--- src/design/hlbs_pkg.sv ---
// Package for the haptic limit bounce spring core.
// Holds payload structs, register index and mode codes, and fixed-point constants.
// No dependencies.
package hlbs_pkg;

  localparam int ANGLE_W    = 24;
  localparam int VEL_W      = 16;
  localparam int GAIN_W     = 16;
  localparam int LEVEL_W    = 7;
  localparam int TICK_W     = 6;
  localparam int CFG_IDX_W  = 3;
  localparam int CFG_DATA_W = 24;

  // Error is the difference of two angles, so it needs one more bit.
  localparam int ERR_W   = ANGLE_W + 1;
  localparam int AVEL_W  = VEL_W + 1;
  localparam int PERR_W  = ERR_W + GAIN_W;
  localparam int PVEL_W  = AVEL_W + GAIN_W;
  localparam int FORCE_W = PERR_W + 1;
  localparam int FRAC_W  = 16;

  localparam int SETTLE_TICKS  = 50;
  localparam int TICK_MAX      = (1 << TICK_W) - 1;
  localparam int LEVEL_FLOOR   = 20;
  localparam int SETTLE_ERR_Q8 = 768;
  // |vel| * 10 < 768 holds exactly when |vel| is below the rounded-up quotient.
  localparam int SETTLE_VEL_LIM = (768 + 9) / 10;

  typedef enum logic [CFG_IDX_W-1:0] {
    CFG_LIMIT_MODE,
    CFG_UPPER_LIMIT,
    CFG_LOWER_LIMIT,
    CFG_SPRING_GAIN,
    CFG_DAMPING_GAIN,
    CFG_MAX_LEVEL
  } cfg_idx_e;

  typedef enum logic [1:0] {
    MODE_OFF,
    MODE_UPPER,
    MODE_BOTH
  } limit_mode_e;

  typedef struct packed {
    logic signed [ANGLE_W-1:0] knob_angle;
    logic signed [VEL_W-1:0]   knob_velocity;
  } in_item_t;

  typedef struct packed {
    logic               engaged;
    logic               drive_reverse;
    logic [LEVEL_W-1:0] drive_level;
  } out_item_t;

endpackage

--- src/design/haptic_limit_bounce_spring_core.sv ---
// Haptic limit bounce spring core: a virtual end stop for a haptic knob.
// Items pass s0, s1, s2 and the out register; one item per cycle is sustained unless stalled.
// The bounce state (bounce flag, anchor, settle count) is updated in the first stage, so
// the next item already sees it. Reset is asynchronous and active low:
// it clears the pipeline, the bounce flag and settle count, and sets the registers to
// their defaults (max_level 100). Depends on hlbs_pkg.
module haptic_limit_bounce_spring_core (
  input  logic                            clk_i,
  input  logic                            rst_ni,
  input  logic                            in_valid_i,
  output logic                            in_stall_o,
  input  hlbs_pkg::in_item_t              in_item_i,
  output logic                            out_valid_o,
  input  logic                            out_stall_i,
  output hlbs_pkg::out_item_t             out_item_o,
  input  logic                            cfg_we_i,
  input  logic [hlbs_pkg::CFG_IDX_W-1:0]  cfg_idx_i,
  input  logic [hlbs_pkg::CFG_DATA_W-1:0] cfg_data_i
);
  import hlbs_pkg::*;

  // Configuration registers.
  logic [1:0]                mode_q;
  logic signed [ANGLE_W-1:0] upper_q;
  logic signed [ANGLE_W-1:0] lower_q;
  logic [GAIN_W-1:0]         spring_q;
  logic [GAIN_W-1:0]         damping_q;
  logic [LEVEL_W-1:0]        max_q;
  logic                      cfg_hit;

  // Bounce state.
  logic                      bounce_q, bounce_d;
  logic signed [ANGLE_W-1:0] anchor_q, anchor_d;
  logic [TICK_W-1:0]         ticks_q, ticks_d;

  // Pipeline: s0 holds the accepted item, s1 the error magnitudes, s2 the
  // products, and the output register the finished result.
  logic              s0_v_q, s1_v_q, s2_v_q, out_v_q;
  logic              s0_rdy, s1_rdy, s2_rdy, out_rdy;
  logic              s0_fire, s1_fire, s2_fire;
  in_item_t          s0_item_q;

  logic              s1_eng_q, s1_rev_q;
  logic [ERR_W-1:0]  s1_aerr_q;
  logic [AVEL_W-1:0] s1_avel_q;

  logic              s2_eng_q, s2_rev_q;
  logic [PERR_W-1:0] s2_perr_q;
  logic [PVEL_W-1:0] s2_pvel_q;

  out_item_t         out_item_q, out_item_d;

  // Ready chain: a stage takes a new item when it is empty or its item moves on.
  assign out_rdy = !out_v_q || !out_stall_i;
  assign s2_rdy  = !s2_v_q || out_rdy;
  assign s1_rdy  = !s1_v_q || s2_rdy;
  assign s0_rdy  = !s0_v_q || s1_rdy;
  assign s0_fire = s0_v_q && s1_rdy;
  assign s1_fire = s1_v_q && s2_rdy;
  assign s2_fire = s2_v_q && out_rdy;

  assign in_stall_o  = !s0_rdy;
  assign out_valid_o = out_v_q;
  assign out_item_o  = out_item_q;

  always_ff @(posedge clk_i or negedge rst_ni) begin
    if (!rst_ni) begin
      s0_v_q  <= 1'b0;
      s1_v_q  <= 1'b0;
      s2_v_q  <= 1'b0;
      out_v_q <= 1'b0;
    end else begin
      if (s0_rdy) begin
        s0_v_q <= in_valid_i;
      end
      if (s1_rdy) begin
        s1_v_q <= s0_v_q;
      end
      if (s2_rdy) begin
        s2_v_q <= s1_v_q;
      end
      if (out_rdy) begin
        out_v_q <= s2_v_q;
      end
    end
  end

  // Configuration writes. Any listed index also clears bounce mode below.
  always_comb begin
    case (cfg_idx_i)
      CFG_LIMIT_MODE, CFG_UPPER_LIMIT, CFG_LOWER_LIMIT,
      CFG_SPRING_GAIN, CFG_DAMPING_GAIN, CFG_MAX_LEVEL: cfg_hit = cfg_we_i;
      default: cfg_hit = 1'b0;
    endcase
  end

  always_ff @(posedge clk_i or negedge rst_ni) begin
    if (!rst_ni) begin
      mode_q    <= MODE_OFF;
      upper_q   <= '0;
      lower_q   <= '0;
      spring_q  <= '0;
      damping_q <= '0;
      max_q     <= LEVEL_W'(100);
    end else if (cfg_we_i) begin
      case (cfg_idx_i)
        CFG_LIMIT_MODE:   mode_q    <= cfg_data_i[1:0];
        CFG_UPPER_LIMIT:  upper_q   <= cfg_data_i[ANGLE_W-1:0];
        CFG_LOWER_LIMIT:  lower_q   <= cfg_data_i[ANGLE_W-1:0];
        CFG_SPRING_GAIN:  spring_q  <= cfg_data_i[GAIN_W-1:0];
        CFG_DAMPING_GAIN: damping_q <= cfg_data_i[GAIN_W-1:0];
        CFG_MAX_LEVEL:    max_q     <= cfg_data_i[LEVEL_W-1:0];
        default: ;
      endcase
    end
  end

  // Stage 0: limit check, anchor choice, error magnitudes and the settle logic.
  logic                      mode_on, chk_up, chk_lo, hit_up, hit_lo, enter, active;
  logic signed [ANGLE_W-1:0] anchor_use;
  logic signed [ERR_W-1:0]   err;
  logic [ERR_W-1:0]          aerr;
  logic [AVEL_W-1:0]         avel;
  logic                      settled;
  logic [TICK_W-1:0]         ticks_base, ticks_inc;

  always_comb begin
    mode_on = (mode_q == MODE_UPPER) || (mode_q == MODE_BOTH);
    chk_up  = mode_on;
    chk_lo  = (mode_q == MODE_BOTH);
    hit_up  = chk_up && (s0_item_q.knob_angle > upper_q);
    hit_lo  = chk_lo && (s0_item_q.knob_angle < lower_q);
    enter   = !bounce_q && (hit_up || hit_lo);
    active  = mode_on && (bounce_q || enter);

    if (enter) begin
      anchor_use = hit_up ? upper_q : lower_q;
    end else begin
      anchor_use = anchor_q;
    end

    err  = ERR_W'(anchor_use) - ERR_W'(s0_item_q.knob_angle);
    aerr = err[ERR_W-1] ? ERR_W'(-err) : ERR_W'(err);
    if (s0_item_q.knob_velocity[VEL_W-1]) begin
      avel = AVEL_W'(-AVEL_W'(s0_item_q.knob_velocity));
    end else begin
      avel = AVEL_W'(s0_item_q.knob_velocity);
    end

    settled    = (aerr < ERR_W'(SETTLE_ERR_Q8)) && (avel < AVEL_W'(SETTLE_VEL_LIM));
    ticks_base = enter ? '0 : ticks_q;
    ticks_inc  = (ticks_base == TICK_W'(TICK_MAX)) ? ticks_base : ticks_base + 1'b1;

    bounce_d = bounce_q;
    anchor_d = anchor_q;
    ticks_d  = ticks_q;
    if (cfg_hit) begin
      bounce_d = 1'b0;
      ticks_d  = '0;
    end else if (s0_fire && active) begin
      anchor_d = anchor_use;
      if (settled) begin
        ticks_d  = ticks_inc;
        bounce_d = !(ticks_inc >= TICK_W'(SETTLE_TICKS));
      end else begin
        ticks_d  = '0;
        bounce_d = 1'b1;
      end
    end
  end

  always_ff @(posedge clk_i or negedge rst_ni) begin
    if (!rst_ni) begin
      bounce_q <= 1'b0;
      ticks_q  <= '0;
    end else begin
      bounce_q <= bounce_d;
      ticks_q  <= ticks_d;
    end
  end

  // The anchor is only read while bouncing, after it has been written.
  always_ff @(posedge clk_i) begin
    anchor_q <= anchor_d;
  end

  // Payload registers of the pipeline.
  always_ff @(posedge clk_i) begin
    if (s0_rdy && in_valid_i) begin
      s0_item_q <= in_item_i;
    end
    if (s0_fire) begin
      s1_eng_q  <= active;
      s1_rev_q  <= !(err > 0);
      s1_aerr_q <= aerr;
      s1_avel_q <= avel;
    end
    if (s1_fire) begin
      s2_eng_q  <= s1_eng_q;
      s2_rev_q  <= s1_rev_q;
      s2_perr_q <= PERR_W'(s1_aerr_q) * PERR_W'(spring_q);
      s2_pvel_q <= PVEL_W'(s1_avel_q) * PVEL_W'(damping_q);
    end
    if (s2_fire) begin
      out_item_q <= out_item_d;
    end
  end

  // Stage 2: spring minus damping, floor, cap and truncation of the fraction.
  logic signed [FORCE_W-1:0]     force_q16;
  logic                          below_floor;
  logic [FORCE_W-FRAC_W-1:0]     lvl;

  always_comb begin
    force_q16   = $signed({1'b0, s2_perr_q}) - $signed(FORCE_W'(s2_pvel_q));
    below_floor = force_q16 < $signed(FORCE_W'(LEVEL_FLOOR) << FRAC_W);
    lvl         = below_floor ? (FORCE_W-FRAC_W)'(LEVEL_FLOOR)
                              : force_q16[FORCE_W-1:FRAC_W];

    out_item_d = '0;
    if (s2_eng_q) begin
      out_item_d.engaged       = 1'b1;
      out_item_d.drive_reverse = s2_rev_q;
      if (lvl > (FORCE_W-FRAC_W)'(max_q)) begin
        out_item_d.drive_level = max_q;
      end else begin
        out_item_d.drive_level = lvl[LEVEL_W-1:0];
      end
    end
  end

endmodule

--- config.mk ---
export PLATFORM = sky130hd
export DESIGN_NAME = haptic_limit_bounce_spring_core
export DESIGN_NICKNAME = d
export VERILOG_FILES = /design/src/design/hlbs_pkg.sv /design/src/design/haptic_limit_bounce_spring_core.sv
export SDC_FILE = /design/constraint.sdc
export NUM_CORES = 2
export LEC_CHECK = 0
export ABC_CLOCK_PERIOD_IN_PS = 10400
export BUFFER_PORTS_ARGS = -buffer_cell sky130_fd_sc_hd__buf_4
export CAP_MARGIN = 20
export CORE_ASPECT_RATIO = 1.75
export CORE_UTILIZATION = 45
export CTS_CLUSTER_DIAMETER = 40
export CTS_CLUSTER_SIZE = 10
export DETAILED_ROUTE_END_ITERATION = 16
export PLACE_DENSITY = 0.68
export SLEW_MARGIN = 25
export SYNTH_ARGS = -nofsm -noshare
export SYNTH_HDL_FRONTEND = slang
export SYNTH_SLANG_ARGS = --single-unit
--- constraint.sdc ---
create_clock -name clk_i -period 10.4 [get_ports clk_i]
set_input_delay 1.56 -clock clk_i [delete_from_list [all_inputs] [get_ports clk_i]]
set_output_delay 1.56 -clock clk_i [all_outputs]
set_load 0.005 [all_outputs]
Word level (Yosys, flattened, before mapping):

Cells that the tools add are included.

* output and inout bits: 11
* input bits: 72
* register bits: 293
* word-level logic and storage cells: 102

* magnitude comparators: 8
* muxes and demuxes: 16
* bitwise operators: 1
* equal/unequal tests: 8
* reduce and logical (&&, ||, !) cells: 36
* $mul: 2
* add/subtract/negate cells: 5

Operators with widths (count)
* 24-bit 2-to-1 mux: 2
* 42-bit by 22-bit < comparator with 1-bit output, second input constant: 1
* 41-bit by 33-bit subtractor with 42-bit output: 1
* 25-bit by 16-bit multiplier with 41-bit output: 1
* 17-bit by 16-bit multiplier with 33-bit output: 1
* 6-bit 2-to-1 mux: 5
* 26-bit by 7-bit > comparator with 1-bit output: 1
* 26-bit 2-to-1 mux: 1
* 25-bit by 1-bit > comparator with 1-bit output, second input constant: 1
* 25-bit by 10-bit < comparator with 1-bit output, second input constant: 1
* 25-bit 2-to-1 mux: 1
* 25-bit negator: 1
* 24-bit by 24-bit subtractor with 25-bit output: 1
* 24-bit > comparator: 1
* 24-bit < comparator: 1
* 17-bit by 7-bit < comparator with 1-bit output, second input constant: 1
* 17-bit 2-to-1 mux: 1
* 16-bit negator with 17-bit output: 1
* 2-bit AND reduction: 7
* 1-bit logical AND: 10
* 1-bit logical NOT: 9
* 9-bit 2-to-1 mux: 1
* 1-bit logical OR: 7
* 7-bit 2-to-1 mux: 1
* 13 further kinds: 18

Logic depth before layout (Yosys ltp):

* depth in word-level cells: 14
* depth in mapped cells: 34
* gate-level depth less buffers: 30

Least setup slack after synthesis:

Ideal clock, no wire load.

* path kind: register to register
* start: register s0_item_q[17] (netlist bit)
* end: register ticks_q[1]
* buffers on the path: 5
* cell stages (with the launch flop): 32
* slack: 2.923 ns
* data required time: 10.322 ns
* data arrival time: 7.399 ns
* library setup time: 0.078 ns
* clock period less this slack: 7.477 ns
* cells stage by stage: edfxtp_1 > ha_1 > nor2b_1 > o21ai_0 > nand2b_1 > a21oi_1 > o21a_1 > o21ai_0 > a21oi_1 > mux2_2 > and2_1 > clkbuf_1 > o21ba_2 > clkbuf_1 > clkbuf_1 > buf_1 > a21oi_1 > ha_1 > a21o_1 > a2111oi_4 > nand3_1 > a41oi_2 > o31ai_1 > a221o_1 > or4_1 > mux2_2 > a2111o_1 > or4b_1 > nand4bb_4 > buf_6 > o31ai_2 > o2bb2ai_1

* longest elaborated chain between the ends: 13
* elaborated cells on any way between the ends: 24
* those cells by class: 3 x add/sub; 3 x order compare; 1 x eq/ne; 8 x mux; 9 x reduce/logical

RTL lines
* start: declaration: line haptic_limit_bounce_spring_core.sv:41 `in_item_t s0_item_q;`
* start signal: assignment: line haptic_limit_bounce_spring_core.sv:190 `s0_item_q <= in_item_i;`
* 24-bit > comparator / 24-bit < comparator (equally long branches): line haptic_limit_bounce_spring_core.sv:131, haptic_limit_bounce_spring_core.sv:132
* 1-bit logical AND, on equally long branches: line haptic_limit_bounce_spring_core.sv:131, haptic_limit_bounce_spring_core.sv:132
* 1-bit logical OR: line haptic_limit_bounce_spring_core.sv:133 `enter = !bounce_q && (hit_up || hit_lo);`
* 1-bit logical AND: line haptic_limit_bounce_spring_core.sv:133
* 24-bit 2-to-1 mux *: line haptic_limit_bounce_spring_core.sv:136 `if (enter) begin`
* via anchor_use[8]: line haptic_limit_bounce_spring_core.sv:120 `logic signed [ANGLE_W-1:0] anchor_use;`
* 24-bit by 24-bit subtractor with 25-bit output *: line haptic_limit_bounce_spring_core.sv:142 `err = ERR_W'(anchor_use) - ERR_W'(s0_item_q.knob_angle);`
* 25-bit negator: line haptic_limit_bounce_spring_core.sv:143 `aerr = err[ERR_W-1] ? ERR_W'(-err) : ERR_W'(err);`
* 25-bit 2-to-1 mux *: line haptic_limit_bounce_spring_core.sv:143
* 25-bit by 10-bit < comparator with 1-bit output *: line haptic_limit_bounce_spring_core.sv:150 `settled = (aerr < ERR_W'(SETTLE_ERR_Q8)) && (avel < AVEL_W'(SETTLE_VEL_LIM));`
* 1-bit logical AND *: line haptic_limit_bounce_spring_core.sv:150
* 6-bit 2-to-1 mux *: line haptic_limit_bounce_spring_core.sv:162 `if (settled) begin`
* 6-bit 2-to-1 mux *: line haptic_limit_bounce_spring_core.sv:160 `end else if (s0_fire && active) begin`
* 6-bit 2-to-1 mux *: line haptic_limit_bounce_spring_core.sv:157 `if (cfg_hit) begin`
* end signal: assignment: line haptic_limit_bounce_spring_core.sv:178 `ticks_q <= ticks_d;`
* end: declaration: line haptic_limit_bounce_spring_core.sv:34 `logic [TICK_W-1:0] ticks_q, ticks_d;`

Mark *: on every way through the listed nets, which the timed path passes. The rest lies on a longest branch. The select of a mux whose other input is x is not followed.
A chain may end at the register's enable or synchronous reset.

Worst setup path in the final report:

* start: register s0_item_q[17] (netlist bit)
* end: register ticks_q[5]

The elaborated chain is that of the path after synthesis.

==> results.sh <==
export IMPL_hold_path_class="reg2reg"
export IMPL_drive_above_1_share=0.0680
export IMPL_hold_viol=0
export IMPL_grt_total_usage=0.250
export IMPL_ys_warn_count=0
export IMPL_syn_nets=4828
export IMPL_clock_sinks=293
export IMPL_design_area_um2=40200
export IMPL_period_share=0.832
export IMPL_cts_root_buf="clkbuf_16"
export IMPL_rr_startpoint="s0_item_q[17]"
export IMPL_holdPathStages=0
export IMPL_cpMostUsedCell="a21oi_1"
export IMPL_worst_path_buf_inv=1
export IMPL_grt_max_degree=77
export IMPL_place_congestion=0.926
export IMPL_slew_violations=0
export IMPL_async_flop_share=0.341
export IMPL_synth_cell_type_count=90
export IMPL_tightest_slew_ps=1100
export IMPL_slowest_delay_ps=690
export IMPL_rsz0062_at_grt="false"
export IMPL_grt_pass1_vias=30300
export IMPL_grt_overflow=0
export IMPL_final_fill_count=7529
export IMPL_synth_area_leaders="fa_1 28%, edfxtp_1 16%, ha_1 11%, inv_1 7.1%, dfrtp_1 6.5%"
export IMPL_slew_headroom=0.267
export IMPL_first_pass_iters=7
export IMPL_dieWidth_um=219
export IMPL_path_max_fanout=53
export IMPL_skew_ps=29.2
export IMPL_status="completed"
export IMPL_synth_edf_count=193
export IMPL_rr_worst_depth=27
export IMPL_max_freq_mhz=116
export IMPL_port_buffers=82
export IMPL_start_util=0.454
export IMPL_drt_iter0_drc=1706
export IMPL_num_vias=27600
export IMPL_worst_hold_startpoint="s1_rev_q"
export IMPL_path_class="reg2reg"
export IMPL_vias_per_cell=5.53
export IMPL_fp_dieH_um=382
export IMPL_end_kind="flop"
export IMPL_avgRoutedWirePerCell_um=20.0
export IMPL_core_area_um2=81900
export IMPL_finalCriticalPeriod_ps=8650
export IMPL_place_hpwl_um=79200
export IMPL_layout_commonest_cell="inv_1"
export IMPL_slowest_stage="a2111oi_1"
export IMPL_row_count=139
export IMPL_crit_start="s0_item_q[17]"
export IMPL_r2r_slack_ps=1750
export IMPL_io_pin_count=83
export IMPL_h_tree_depth=2
export IMPL_nets=4843
export IMPL_synth_seq_cells=293
export IMPL_place_area_um2=38800
export IMPL_setup_viol=0
export IMPL_r2r_end="ticks_q[5]"
export IMPL_antenna_found_initial=3
export IMPL_cp_start_kind="flop"
export IMPL_netlist_area_um2=37200
export IMPL_clock_latency_ps=580
export IMPL_fin_cells=5001
export IMPL_drtAntennaViolNets=0
export IMPL_yosysTopAreaCell="fa_1"
export IMPL_drc_errors=0
export IMPL_clkTransAtPathRegs_ps=50
export IMPL_crit_cells=27
export IMPL_post_cts_buffers=0
export IMPL_grt_pass1_wl_um=160000
export IMPL_worst_path_dominant_cell_family="compound AO/OA/AOI/OAI gates"
export IMPL_postLayoutCoreUtil=0.491
export IMPL_postCtsResizedCells=0
export IMPL_place_inst=4920
export IMPL_tns_ps=0
export IMPL_synth_top_area_share=0.285
export IMPL_syn_inst=3894
export IMPL_worstPathRequired_ps=10910
export IMPL_crit_arrival_ps=9160
export IMPL_cp_endpoint="ticks_q[5]"
export IMPL_cap_violations=0
export IMPL_clock_path_buffers=3
export IMPL_tritoncts="built"
export IMPL_ys_seq_area_frac=0.223
export IMPL_cts_hold_buf=0
export IMPL_wirelength_um=99800
export IMPL_layout_common_cells="699 x inv_1, 552 x nand2_1, 529 x fa_1"
export IMPL_die_area_um2=83800
export IMPL_numCtsBuffers=43
export IMPL_area_delta_synth_final_pct=8.24
export IMPL_synth_ff_type="edfxtp_1"
export IMPL_avgSynthCellArea_um2=9.54
worst register-to-register path, stage by stage (launching register included):
cell	delay [ps]
edfxtp_1	470
ha_1	340
nor2b_1	120
o21ai_0	80
nand2b_1	80
a21oi_1	80
o21a_1	170
o21ai_0	450
a21oi_1	150
mux2_2	290
and2_1	460
o21ba_2	310
buf_4	480
nor2_1	100
a21oi_1	170
ha_1	300
a2111oi_1	690
a21o_1	280
o31a_2	240
o31ai_2	120
a21o_1	490
or4_1	620
mux2_2	270
a2111o_1	440
or4b_1	500
nand4bb_4	350
nor4b_1	350
o22a_1	180
cells in the mapped netlist, types with 31 or more instances:
master / count
nand3_1: 48
fa_1: 529
o21ai_0: 126
mux2_2: 45
xnor2_1: 90
dfrtp_1: 97
mux2i_1: 31
nor3_1: 37
a21o_1: 62
nor2_1: 124
edfxtp_1: 193
ha_1: 333
and2_1: 257
clkbuf_1: 139
nand2_1: 552
inv_1: 700
a21oi_1: 143
flip-flops by register name, summed over array words and instances (netlist names), 2 cells and up:
register,count
s0_item_q,40
s1_aerr_q,25
upper_q,24
spring_q,16
s2_pvel_q,33
s2_perr_q,41
anchor_q,24
max_q,7
s1_avel_q,17
out_item_o,9
lower_q,24
damping_q,16
ticks_q,6
mode_q,2
routing by layer:
| metal | routed length, um | part of all wire | global-route usage | vias up |
|---|---|---|---|---|
| met5 | 0 | 0 | 0 | - |
| met4 | 7000 | 0.070 | 0.159 | 0 |
| met3 | 4590 | 0.046 | 0.0290 | 337 |
| met2 | 53300 | 0.53 | 0.461 | 860 |
| met1 | 34900 | 0.35 | 0.264 | 13900 |
| li1 | - | - | - | 12500 |
cells by family (layout without fill, tap and decap cells):
kind of cell    Yosys count  in the layout  share of synthesized area
buf+inv                 844            892                     0.0855
mux                      76             76                     0.0220
other cells               1              3                   0.000101
flops                   293            293                      0.223
fa+ha+maj               862            862                      0.397
compound gates          513            513                     0.0897
xor+xnor                119            119                     0.0280
simple gates           1186           1186                      0.154
worst min-delay path by stage:
stage	end	slack [ps]
floorplan	s2_eng_q	400
global placement	s2_rev_q	410
detailed placement	s2_rev_q	420
CTS	s2_rev_q	430
global route	s2_rev_q	440
finish	s2_rev_q	420
layout make-up:
| class | instances | area (um2) | share of cell area |
|---|---|---|---|
| multi-input cells | 2757 | 25700 | 0.639 |
| inverters | 700 | 2630 | 0.0654 |
| clock buffers | 64 | 1250 | 0.0310 |
| diodes | 2 | 5.00 | 0.000124 |
| well taps | 1057 | 1320 | 0.0329 |
| clock inverters | 14 | 140 | 0.00348 |
| flip-flops and latches | 293 | 8300 | 0.206 |
| repair buffers | 114 | 860 | 0.0214 |
metrics by stage:
stage          setup slack, ps  hold WS (ps)
2_1_floorplan             2920           400
4_1_cts                   1870           426
5_1_grt                   1280           438
3_3_place_gp              1960           407
3_5_place_dp              1930           418
6_report                  1750           423
Power is left out: the tool's default activity adds up to more than one toggle a clock period on the data nets, which glitch-free logic cannot reach.
